File: src/rtl/assert_macros.svh
// assertion macros shared by the tokenizer rtl
`ifndef ASSERT_MACROS_SVH
`define ASSERT_MACROS_SVH

`ifndef SYNTHESIS
// plain property check under reset
`define ASSERT_PROP(label, clock, resetn, prop, msg) \
    label: assert property (@(posedge clock) disable iff (!resetn) prop) else $error(msg);
// same-cycle implication
`define ASSERT_IMPL(label, clock, resetn, ante, cons, msg) \
    label: assert property (@(posedge clock) disable iff (!resetn) (ante) |-> (cons)) \
        else $error(msg);
// next-cycle implication
`define ASSERT_NEXT(label, clock, resetn, ante, cons, msg) \
    label: assert property (@(posedge clock) disable iff (!resetn) (ante) |=> (cons)) \
        else $error(msg);
`else
`define ASSERT_PROP(label, clock, resetn, prop, msg)
`define ASSERT_IMPL(label, clock, resetn, ante, cons, msg)
`define ASSERT_NEXT(label, clock, resetn, ante, cons, msg)
`endif

`endif

File: src/rtl/slt_pkg.sv
// types and constants of the shell line tokenizer
`default_nettype none

package slt_pkg;

    // result kinds
    localparam logic [1:0] KIND_ARG     = 2'd0;
    localparam logic [1:0] KIND_TARGET  = 2'd1;
    localparam logic [1:0] KIND_SUMMARY = 2'd2;

    // characters with a meaning to the parser
    localparam logic [7:0] CH_EOL    = 8'h00;
    localparam logic [7:0] CH_SPACE  = 8'h20;
    localparam logic [7:0] CH_TAB    = 8'h09;
    localparam logic [7:0] CH_DQUOTE = 8'h22;
    localparam logic [7:0] CH_SQUOTE = 8'h27;
    localparam logic [7:0] CH_GT     = 8'h3E;
    localparam logic [7:0] CH_SEMI   = 8'h3B;

    // scanner position within the line
    typedef enum logic [2:0] {
        MODE_BETWEEN,
        MODE_PLAIN,
        MODE_DQUOTE,
        MODE_SQUOTE,
        MODE_STOPPED
    } scan_mode_t;

    // controller states
    typedef enum logic [1:0] {
        S_IDLE,
        S_PRIME,
        S_BYTES,
        S_SUM
    } ctrl_state_t;

    // controller to datapath
    typedef struct packed {
        logic step;
        logic load_byte;
        logic load_sum;
    } slt_cmd_t;

    // datapath to controller
    typedef struct packed {
        logic word_go;
        logic eol;
        logic last_byte;
        logic out_free;
    } slt_sts_t;

endpackage

`default_nettype wire

File: src/rtl/slt_ram.sv
// generic single write port ram with registered read
`default_nettype none

module slt_ram #(
    parameter int WIDTH = 8,
    parameter int DEPTH = 32
) (
    input  wire logic                     clk,
    input  wire logic                     we,
    input  wire logic [$clog2(DEPTH)-1:0] waddr,
    input  wire logic [WIDTH-1:0]         wdata,
    input  wire logic [$clog2(DEPTH)-1:0] raddr,
    output logic      [WIDTH-1:0]         rdata
);

    logic [WIDTH-1:0] mem [DEPTH];

    // write port and registered read port
    always_ff @(posedge clk)
    begin
        if (we)
        begin
            mem[waddr] <= wdata;
        end
        rdata <= mem[raddr];
    end

endmodule

`default_nettype wire

File: src/rtl/slt_ctrl.sv
// controller state machine of the shell line tokenizer
`default_nettype none
`include "assert_macros.svh"

module slt_ctrl
    import slt_pkg::*;
(
    input  wire logic     clk,
    input  wire logic     rst_n,
    input  wire logic     s_tvalid,
    output logic          s_tready,
    input  wire slt_sts_t sts,
    output slt_cmd_t      cmd
);

    ctrl_state_t state_reg, state_next;
    logic        eol_pend_reg, eol_pend_next;

    // state registers
    always_ff @(posedge clk or negedge rst_n)
    begin
        if (!rst_n)
        begin
            state_reg    <= S_IDLE;
            eol_pend_reg <= 1'b0;
        end
        else
        begin
            state_reg    <= state_next;
            eol_pend_reg <= eol_pend_next;
        end
    end

    // next state
    always_comb
    begin
        state_next    = state_reg;
        eol_pend_next = eol_pend_reg;
        unique case (state_reg)
            S_IDLE:
            begin
                if (s_tvalid)
                begin
                    eol_pend_next = sts.eol;
                    if (sts.word_go)
                    begin
                        state_next = S_PRIME;
                    end
                    else if (sts.eol)
                    begin
                        state_next = S_SUM;
                    end
                end
            end
            S_PRIME:
            begin
                state_next = S_BYTES;
            end
            S_BYTES:
            begin
                if (sts.out_free && sts.last_byte)
                begin
                    state_next = eol_pend_reg ? S_SUM : S_IDLE;
                end
            end
            S_SUM:
            begin
                if (sts.out_free)
                begin
                    state_next    = S_IDLE;
                    eol_pend_next = 1'b0;
                end
            end
            default:
            begin
                state_next = S_IDLE;
            end
        endcase
    end

    // outputs
    always_comb
    begin
        s_tready      = 1'b0;
        cmd.step      = 1'b0;
        cmd.load_byte = 1'b0;
        cmd.load_sum  = 1'b0;
        unique case (state_reg)
            S_IDLE:
            begin
                s_tready = 1'b1;
                cmd.step = s_tvalid;
            end
            S_PRIME:
            begin
            end
            S_BYTES:
            begin
                cmd.load_byte = sts.out_free;
            end
            S_SUM:
            begin
                cmd.load_sum = sts.out_free;
            end
            default:
            begin
            end
        endcase
    end

    `ASSERT_PROP(a_one_cmd, clk, rst_n, $onehot0({cmd.step, cmd.load_byte, cmd.load_sum}), "more than one datapath command")
    `ASSERT_NEXT(a_prime_once, clk, rst_n, state_reg == S_PRIME, state_reg == S_BYTES, "prime cycle not followed by drain")
    `ASSERT_NEXT(a_drain_ends, clk, rst_n, cmd.load_byte && sts.last_byte, state_reg != S_BYTES, "drain kept going after the last byte")

endmodule

`default_nettype wire

File: src/rtl/slt_dp.sv
// parser datapath, word buffer and output register of the tokenizer
`default_nettype none
`include "assert_macros.svh"

module slt_dp
    import slt_pkg::*;
#(
    parameter int MAX_ARGS    = 16,
    parameter int TOKEN_BYTES = 32,
    parameter int LINE_BYTES  = 256
) (
    input  wire logic        clk,
    input  wire logic        rst_n,
    input  wire logic [7:0]  s_tdata,
    output logic             m_tvalid,
    input  wire logic        m_tready,
    output logic [23:0]      m_tdata,
    output logic [1:0]       m_tuser,
    output logic             m_tlast,
    input  wire slt_cmd_t    cmd,
    output slt_sts_t         sts
);

    localparam int LW = $clog2(TOKEN_BYTES);
    localparam int AW = $clog2(MAX_ARGS + 1);
    localparam int UW = $clog2(LINE_BYTES);
    localparam int SW = ((UW > LW) ? UW : LW) + 2;

    // line state
    scan_mode_t      mode_reg, mode_next;
    logic            gt_reg, gt_next;
    logic            tgt_reg, tgt_next;
    logic            redir_reg, redir_next;
    logic            app_reg, app_next;
    logic [LW-1:0]   len_reg, len_next;
    logic [AW-1:0]   args_reg, args_next;
    logic [UW-1:0]   used_reg, used_next;

    // drain state
    logic [LW-1:0]   dlen_reg, dlen_next;
    logic [1:0]      dkind_reg, dkind_next;
    logic [3:0]      dnum_reg, dnum_next;
    logic [LW-1:0]   rd_idx_reg, rd_idx_next;

    // output register
    logic            ovalid_reg;
    logic [1:0]      okind_reg;
    logic [7:0]      obyte_reg;
    logic [3:0]      onum_reg;
    logic            olast_reg;
    logic [4:0]      ocount_reg;
    logic            oredir_reg;
    logic            oapp_reg;

    // buffer ports
    logic            we;
    logic [LW-1:0]   waddr;
    logic [LW-1:0]   raddr;
    logic [7:0]      rdata;

    // status to the controller
    logic            word_go;
    logic            eol;
    logic            last_byte;
    logic            out_free;

    // word finish outcome
    logic            gt_take;
    logic            tgt_eff;
    logic            fin_emit;
    logic            fin_stop;
    logic [1:0]      fin_kind;
    logic [AW-1:0]   fin_args;
    logic [UW-1:0]   fin_used;
    logic            fin_redir;
    logic [SW-1:0]   need;
    logic [AW-1:0]   args_inc;

    // step decisions
    logic            fin;
    logic            add;
    logic            stop_now;
    logic            start;
    scan_mode_t      start_mode;
    logic            between;
    logic            blank;
    logic            delim;
    logic [7:0]      quote;

    slt_ram #(
        .WIDTH (8),
        .DEPTH (TOKEN_BYTES)
    ) u_buf (
        .clk   (clk),
        .we    (we),
        .waddr (waddr),
        .wdata (s_tdata),
        .raddr (raddr),
        .rdata (rdata)
    );

    // what finishing the current word would do
    always_comb
    begin
        gt_take   = (s_tdata != CH_EOL) && (mode_reg != MODE_STOPPED) && gt_reg;
        tgt_eff   = gt_take | tgt_reg;
        need      = SW'(used_reg) + SW'(len_reg) + SW'(1);
        args_inc  = args_reg + AW'(1);
        fin_emit  = 1'b0;
        fin_stop  = 1'b0;
        fin_kind  = KIND_ARG;
        fin_args  = args_reg;
        fin_used  = used_reg;
        fin_redir = redir_reg;
        if (tgt_eff)
        begin
            fin_kind = KIND_TARGET;
            fin_stop = 1'b1;
            if (len_reg != '0)
            begin
                fin_emit  = 1'b1;
                fin_redir = 1'b1;
            end
        end
        else if (len_reg != '0)
        begin
            if (need >= SW'(LINE_BYTES))
            begin
                fin_stop = 1'b1;
            end
            else
            begin
                fin_emit = 1'b1;
                fin_args = args_inc;
                fin_used = UW'(need);
                fin_stop = (args_inc >= AW'(MAX_ARGS));
            end
        end
    end

    // character classification
    always_comb
    begin
        blank = (s_tdata == CH_SPACE) || (s_tdata == CH_TAB);
        delim = blank || (s_tdata == CH_GT) || (s_tdata == CH_SEMI);
        quote = (mode_reg == MODE_DQUOTE) ? CH_DQUOTE : CH_SQUOTE;
    end

    // per-character parse step
    always_comb
    begin
        fin        = 1'b0;
        add        = 1'b0;
        stop_now   = 1'b0;
        start      = 1'b0;
        start_mode = MODE_PLAIN;
        between    = 1'b0;
        eol        = 1'b0;
        gt_next    = gt_reg;
        tgt_next   = tgt_reg;
        app_next   = app_reg;
        if (s_tdata == CH_EOL)
        begin
            eol = 1'b1;
            fin = (mode_reg == MODE_PLAIN) || (mode_reg == MODE_DQUOTE)
                  || (mode_reg == MODE_SQUOTE);
        end
        else if (mode_reg == MODE_STOPPED)
        begin
        end
        else if (gt_take && (s_tdata == CH_GT))
        begin
            gt_next  = 1'b0;
            tgt_next = 1'b1;
            app_next = 1'b1;
        end
        else
        begin
            if (gt_take)
            begin
                gt_next  = 1'b0;
                tgt_next = 1'b1;
                app_next = 1'b0;
            end
            case (mode_reg)
                MODE_DQUOTE, MODE_SQUOTE:
                begin
                    if (s_tdata == quote)
                    begin
                        fin = 1'b1;
                    end
                    else
                    begin
                        add = 1'b1;
                    end
                end
                MODE_PLAIN:
                begin
                    if (!delim)
                    begin
                        add = 1'b1;
                    end
                    else
                    begin
                        fin     = 1'b1;
                        between = !fin_stop;
                    end
                end
                MODE_BETWEEN:
                begin
                    between = 1'b1;
                end
                default:
                begin
                end
            endcase
            // start of something new between words
            if (between && !blank)
            begin
                if (s_tdata == CH_SEMI)
                begin
                    stop_now = 1'b1;
                end
                else if (s_tdata == CH_GT)
                begin
                    if (tgt_eff)
                    begin
                        stop_now = 1'b1;
                    end
                    else
                    begin
                        gt_next = 1'b1;
                    end
                end
                else
                begin
                    start = 1'b1;
                    if (s_tdata == CH_DQUOTE)
                    begin
                        start_mode = MODE_DQUOTE;
                    end
                    else if (s_tdata == CH_SQUOTE)
                    begin
                        start_mode = MODE_SQUOTE;
                    end
                end
            end
        end
    end

    // apply the step to the line state
    always_comb
    begin
        mode_next   = mode_reg;
        len_next    = len_reg;
        args_next   = args_reg;
        used_next   = used_reg;
        redir_next  = redir_reg;
        dlen_next   = dlen_reg;
        dkind_next  = dkind_reg;
        dnum_next   = dnum_reg;
        rd_idx_next = rd_idx_reg;
        word_go     = 1'b0;
        we          = 1'b0;
        waddr       = len_reg;
        if (fin)
        begin
            len_next   = '0;
            mode_next  = fin_stop ? MODE_STOPPED : MODE_BETWEEN;
            args_next  = fin_args;
            used_next  = fin_used;
            redir_next = fin_redir;
            if (fin_emit)
            begin
                word_go     = 1'b1;
                dlen_next   = len_reg;
                dkind_next  = fin_kind;
                dnum_next   = (fin_kind == KIND_ARG) ? 4'(args_reg) : 4'd0;
                rd_idx_next = '0;
            end
        end
        if (add && (len_reg < LW'(TOKEN_BYTES - 1)))
        begin
            we       = cmd.step;
            len_next = len_reg + LW'(1);
        end
        if (stop_now)
        begin
            mode_next = MODE_STOPPED;
        end
        if (start)
        begin
            mode_next = start_mode;
            len_next  = '0;
            if (start_mode == MODE_PLAIN)
            begin
                we       = cmd.step;
                waddr    = '0;
                len_next = LW'(1);
            end
        end
        if (cmd.load_byte)
        begin
            rd_idx_next = rd_idx_reg + LW'(1);
        end
    end

    // drain read address runs one ahead when a byte is taken
    assign raddr = cmd.load_byte ? (rd_idx_reg + LW'(1)) : rd_idx_reg;

    assign last_byte = ((LW + 1)'(rd_idx_reg) + (LW + 1)'(1)) == (LW + 1)'(dlen_reg);
    assign out_free  = !ovalid_reg || m_tready;

    // status bundle
    assign sts = '{word_go: word_go, eol: eol, last_byte: last_byte, out_free: out_free};

    // line state registers
    always_ff @(posedge clk or negedge rst_n)
    begin
        if (!rst_n)
        begin
            mode_reg  <= MODE_BETWEEN;
            gt_reg    <= 1'b0;
            tgt_reg   <= 1'b0;
            redir_reg <= 1'b0;
            app_reg   <= 1'b0;
            len_reg   <= '0;
            args_reg  <= '0;
            used_reg  <= '0;
        end
        else if (cmd.load_sum)
        begin
            mode_reg  <= MODE_BETWEEN;
            gt_reg    <= 1'b0;
            tgt_reg   <= 1'b0;
            redir_reg <= 1'b0;
            app_reg   <= 1'b0;
            len_reg   <= '0;
            args_reg  <= '0;
            used_reg  <= '0;
        end
        else if (cmd.step)
        begin
            mode_reg  <= mode_next;
            gt_reg    <= gt_next;
            tgt_reg   <= tgt_next;
            redir_reg <= redir_next;
            app_reg   <= app_next;
            len_reg   <= len_next;
            args_reg  <= args_next;
            used_reg  <= used_next;
        end
    end

    // drain bookkeeping
    always_ff @(posedge clk)
    begin
        if (cmd.step)
        begin
            dlen_reg  <= dlen_next;
            dkind_reg <= dkind_next;
            dnum_reg  <= dnum_next;
        end
        if (cmd.step || cmd.load_byte)
        begin
            rd_idx_reg <= rd_idx_next;
        end
    end

    // output valid
    always_ff @(posedge clk or negedge rst_n)
    begin
        if (!rst_n)
        begin
            ovalid_reg <= 1'b0;
        end
        else if (cmd.load_byte || cmd.load_sum)
        begin
            ovalid_reg <= 1'b1;
        end
        else if (m_tready)
        begin
            ovalid_reg <= 1'b0;
        end
    end

    // output payload
    always_ff @(posedge clk)
    begin
        if (cmd.load_byte)
        begin
            okind_reg  <= dkind_reg;
            obyte_reg  <= rdata;
            onum_reg   <= dnum_reg;
            olast_reg  <= last_byte;
            ocount_reg <= 5'(args_reg);
            oredir_reg <= redir_reg;
            oapp_reg   <= redir_reg & app_reg;
        end
        else if (cmd.load_sum)
        begin
            okind_reg  <= KIND_SUMMARY;
            obyte_reg  <= 8'd0;
            onum_reg   <= 4'd0;
            olast_reg  <= 1'b1;
            ocount_reg <= 5'(args_reg);
            oredir_reg <= redir_reg;
            oapp_reg   <= redir_reg & app_reg;
        end
    end

    assign m_tvalid = ovalid_reg;
    assign m_tuser  = okind_reg;
    assign m_tlast  = olast_reg;
    assign m_tdata  = {5'd0, oapp_reg, oredir_reg, ocount_reg, onum_reg, obyte_reg};

    `ASSERT_IMPL(a_rd_in_word, clk, rst_n, cmd.load_byte, rd_idx_reg < dlen_reg,
                 "buffer read past the end of the word")
    `ASSERT_IMPL(a_full_stops, clk, rst_n, args_reg == AW'(MAX_ARGS),
                 mode_reg == MODE_STOPPED, "argument count full but parsing goes on")
    `ASSERT_IMPL(a_redir_stops, clk, rst_n, redir_reg, mode_reg == MODE_STOPPED,
                 "redirect taken but parsing goes on")

endmodule

`default_nettype wire

File: src/rtl/shell_line_tokenizer_top.sv
// top level of the shell line tokenizer
//
// Input stream: one command line character per request on s_tdata, 0 ends
// the line. Output stream: word bytes (tuser 0 argument, 1 redirect target)
// and one line summary (tuser 2) per line; tlast marks the final byte of a
// word and the summary.
// A character that emits no word is taken in S_IDLE, and the controller stays
// there. A character that ends an emitted word moves the controller through
// S_PRIME, which primes the word buffer read, then S_BYTES, in which the
// buffer gives one byte per cycle into the output register while the output
// is free; no new character is taken until the last byte is loaded. End of
// line then holds the input through S_SUM for the summary; a summary with no
// word before it goes from S_IDLE straight to S_SUM.
// When the receiver stalls, the output register holds its request and the
// drain waits; input is still taken as long as no word or summary is waiting.
// Reset clears the line state and the output valid; the word buffer needs no
// clearing since a word is always written before it is read.
`default_nettype none

module shell_line_tokenizer_top
    import slt_pkg::*;
#(
    parameter int MAX_ARGS    = 16,
    parameter int TOKEN_BYTES = 32,
    parameter int LINE_BYTES  = 256
) (
    input  wire logic        clk,
    input  wire logic        rst_n,
    input  wire logic        s_tvalid,
    output logic             s_tready,
    input  wire logic [7:0]  s_tdata,   // [7:0] ch
    output logic             m_tvalid,
    input  wire logic        m_tready,
    output logic [23:0]      m_tdata,   // [7:0] byte_value, [11:8] arg_number,
                                        // [16:12] arg_count, [17] has_redirect,
                                        // [18] append_mode
    output logic [1:0]       m_tuser,   // [1:0] kind
    output logic             m_tlast    // last_byte
);

    slt_cmd_t cmd;
    slt_sts_t sts;

    slt_ctrl u_ctrl (
        .clk      (clk),
        .rst_n    (rst_n),
        .s_tvalid (s_tvalid),
        .s_tready (s_tready),
        .sts      (sts),
        .cmd      (cmd)
    );

    slt_dp #(
        .MAX_ARGS    (MAX_ARGS),
        .TOKEN_BYTES (TOKEN_BYTES),
        .LINE_BYTES  (LINE_BYTES)
    ) u_dp (
        .clk      (clk),
        .rst_n    (rst_n),
        .s_tdata  (s_tdata),
        .m_tvalid (m_tvalid),
        .m_tready (m_tready),
        .m_tdata  (m_tdata),
        .m_tuser  (m_tuser),
        .m_tlast  (m_tlast),
        .cmd      (cmd),
        .sts      (sts)
    );

endmodule

`default_nettype wire

File: config.mk
export PLATFORM = sky130hd
export DESIGN_NAME = shell_line_tokenizer_top
export DESIGN_NICKNAME = d
export VERILOG_FILES = /design/src/rtl/slt_pkg.sv /design/src/rtl/slt_ram.sv /design/src/rtl/slt_ctrl.sv /design/src/rtl/slt_dp.sv /design/src/rtl/shell_line_tokenizer_top.sv
export VERILOG_INCLUDE_DIRS = /design/src /design/src/rtl
export SDC_FILE = /design/constraint.sdc
export NUM_CORES = 1
export LEC_CHECK = 0
export ABC_AREA = 1
export BUFFER_PORTS_ARGS = -buffer_cell sky130_fd_sc_hd__buf_4
export CORE_MARGIN = 2
export CORE_UTILIZATION = 36
export CTS_CLUSTER_DIAMETER = 200
export DETAILED_ROUTE_END_ITERATION = 12
export GPL_ROUTABILITY_DRIVEN = 0
export GPL_TIMING_DRIVEN = 0
export PLACE_DENSITY = 0.57
export SKIP_CTS_REPAIR_TIMING = 1
export SLEW_MARGIN = 20
export SYNTH_ARGS = -nofsm -noshare
export SYNTH_HDL_FRONTEND = slang
export SYNTH_SLANG_ARGS = --single-unit
File: constraint.sdc
create_clock -name clk -period 7.95 [get_ports clk]
set_input_delay 1.9875 -clock clk [delete_from_list [all_inputs] [get_ports clk]]
set_output_delay 1.9875 -clock clk [all_outputs]
set_load 0.02 [all_outputs]
==> qor.yml <==
die:
  io_pins: 41
  rows: 73
  die_area_mm2: 0.0414
  die_x_um: 204
  die_h_um: 204
  start_util: 0.362
  core_mm2: 0.0395
synthesis:
  yosysSeqAreaShare: 0.676
  synth-seq-cells: 330
  synth_area_leaders: "edfxtp_1 61%, nor2_1 5.7%, dfrtp_1 5.1%"
  synth_top_area_frac: 0.614
  ys.flop_type: "edfxtp_1"
  async_reset_ff_frac: 0.0879
  synth-warning-count: 0
  yosys.area.top_type: "edfxtp_1"
  synth-edff-count: 293
  synth_cell_types: 52
  synth_cells: 1228
  syn-cell-area_mm2: 0.0143
  syn_area_per_cell_um2: 11.7
global_routing:
  grt_pass1_vias: 9621
  track_usage: 0.190
  grt_pass1_wl_um: 58800
  antenna_found_initial: 0
  grt_overflow: 0
  grt_start_max_net_pins: 39
worst_setup_path:
  timing.setup.critical_path_class: "in2reg"
  reg2reg_depth: 16
  regToRegSetupSlack_ps: 3860
  crit_chain: "buf_4, inv_1, nand4_2, nor2_2, a21oi_4, nand2_1, nand2_2, inv_2, nand3_2, nand2_4, nand4_4, buf_8, nand3_1, nor2_1"
  slowest_delay_ps: 950
  endpoint_kind: "flip-flop"
  cp_num_cells: 14
  timing.rr.start: "u_dp.len_reg[0]"
  critical_path_buf_inv_count: 4
  cp_data_arrival_time_ps: 5000
  start_kind: "primary input"
  path_max_fanout: 34
  r2r-end: "u_dp.u_buf.mem[8][3]"
  critPathTopFamily: "simple AND/OR/NAND/NOR gates"
  cp_data_required_time_ps: 8110
  cp_slowest_cell: "nor2_1"
clocking:
  numCtsBuffers: 39
  cts_tree: "done"
  clock-sinks: 330
  clk_pin_slew_worst_paths_ps: 60
  clockBufferDepth: 3
  cts_max_level: 2
  worstSkewPairLatency_ps: 550
  clockRootBuffer: "clkbuf_16"
timing:
  rsz0062_at_grt: "false"
  hold_viol_final: 0
  setup_viol: 0
  max_slew_margin: 0.247
  setup_ws_ps: 3110
  fmax_mhz: 207
  fin_skew_ps: 24.9
  period_share: 0.609
  period_minus_slack_ps: 4840
  setup_tns_ps: 0
  worstMarginPinSlew_ps: 1120
  drv_slew: 0
detailed_routing:
  wire_per_inst_um: 20.8
  routed_via_density: 5.29
  ant_nets: 0
  wl_um: 38800
  route.vias.total: 9906
  drc: 0
  first_pass_iters: 5
  drtIter0Drc: 816
worst_hold_path:
  whs_endpoint: "u_dp.ocount_reg[4]"
  hold_path.class: "reg2reg"
  min_path_cells: 0
  min_from: "u_dp.args_reg[4]"
layout:
  nNetsFinal: 1340
  final_common_cell: "edfxtp_1"
  final_layout_size_suffix_gt1_frac: 0.153
  largest_reg_flops: 256
  layout.cells.most_common_list: "293 x edfxtp_1, 216 x nor2_1, 125 x o21ai_0"
  registers.top_by_ff_count: "u_dp.u_buf.mem"
  area_growth_pct: 16.8
  antenna_cells: 0
run:
  drv_cap: 0
power:
  vdd_drop_max_uv: 260
  power_density_mw_per_mm2: 402
  power_leakage_uw: 0.00598
placement:
  post-place-ws_ps: 2620
  io_buffers: 35
  place_hpwl_um: 25300
run_status:
  outcome: "completed"
==> worst register-to-register path, cell delays in order, from the launching register on <==
cell and delay [ps]:
dfrtp_1 420, ha_1 250, fa_1 580, ha_1 150, inv_1 50, nor2_2 180, nand3_2 130, nor2_4 130
nand2_2 80, nand3_2 70, nand2_2 60, nand3_2 80, nand2_4 80, nand4_4 80, buf_8 160, nand3_1 280
nor2_1 960
==> Yosys cell counts, types with 9 or more instances <==
| cell type | instances |
|---|---|
| a21oi_1 | 10 |
| nand2_1 | 100 |
| edfxtp_1 | 293 |
| o221ai_1 | 54 |
| inv_2 | 14 |
| nand2_2 | 9 |
| clkbuf_1 | 26 |
| o22ai_1 | 14 |
| nand3_1 | 71 |
| nand4_1 | 10 |
| dfrtp_1 | 29 |
| buf_4 | 15 |
| buf_2 | 21 |
| o21ai_0 | 125 |
| o21ai_1 | 34 |
| xor2_1 | 13 |
| inv_1 | 69 |
| nor2_2 | 15 |
| ha_1 | 10 |
| nor2_1 | 217 |
==> final cells by class <==
type / count / area, um2
multi-input combinational: 757 / 4020
sequential: 330 / 9680
timing repair buffer: 36 / 278
clock inverter: 17 / 282
clock buffer: 53 / 1140
inverter: 88 / 332
buffer: 65 / 345
tap: 525 / 657
fill: 3668 / 22800
==> report_power, final <==
| part | internal [uW] | total [uW] | switching (uW) |
|---|---|---|---|
| Clock | 1240 | 1960 | 718 |
| Combinational | 750 | 2630 | 1880 |
| Sequential | 2070 | 2150 | 81.9 |
| Total | 4060 | 6740 | 2680 |
==> kinds of logic after synthesis <==
family | after synthesis | synth area share
flops | 330 | 0.676
other cells | 1 | 0.000262
compound gates | 263 | 0.113
xor+xnor | 16 | 0.00978
simple gates | 454 | 0.144
buf+inv | 153 | 0.0472
fa+ha+maj | 11 | 0.0101
==> worst max path at each step <==
stage / from / endpoint / slack (ps)
after floorplan: s_tdata[7] / u_dp.u_buf.mem[12][0] / 3810
after global placement: s_tdata[1] / u_dp.u_buf.mem[9][5] / 2740
after detailed placement: s_tdata[3] / u_dp.u_buf.mem[11][7] / 2620
after CTS: s_tdata[3] / u_dp.u_buf.mem[11][7] / 3210
after global routing: s_tdata[1] / u_dp.u_buf.mem[11][7] / 2900
final: s_tdata[1] / u_dp.u_buf.mem[8][3] / 3110
==> per-layer routing <==
metal / GRT usage / share of wire
met1: 0.257 / 0.44
met2: 0.304 / 0.47
met3: 0.0368 / 0.067
met4: 0.0709 / 0.033
met5: 0 / 0
==> stage by stage <==
| step | instances | utilization | hold slack [ps] | power [uW] | cell area [um2] |
|---|---|---|---|---|---|
| finish | 1871 | 0.423 | 451 | 6740 | 16700 |
| global route | 1871 | 0.423 | 459 | 7040 | 16700 |
| CTS | 1871 | 0.423 | 452 | 6740 | 16700 |
| detailed placement | 1801 | 0.387 | 432 | 4780 | 15300 |
| global placement | 1800 | 0.387 | 437 | 4730 | 15300 |
| floorplan | 1240 | - | 425 | 3780 | 14400 |
Note: power is estimated with default switching activity, not from simulation.
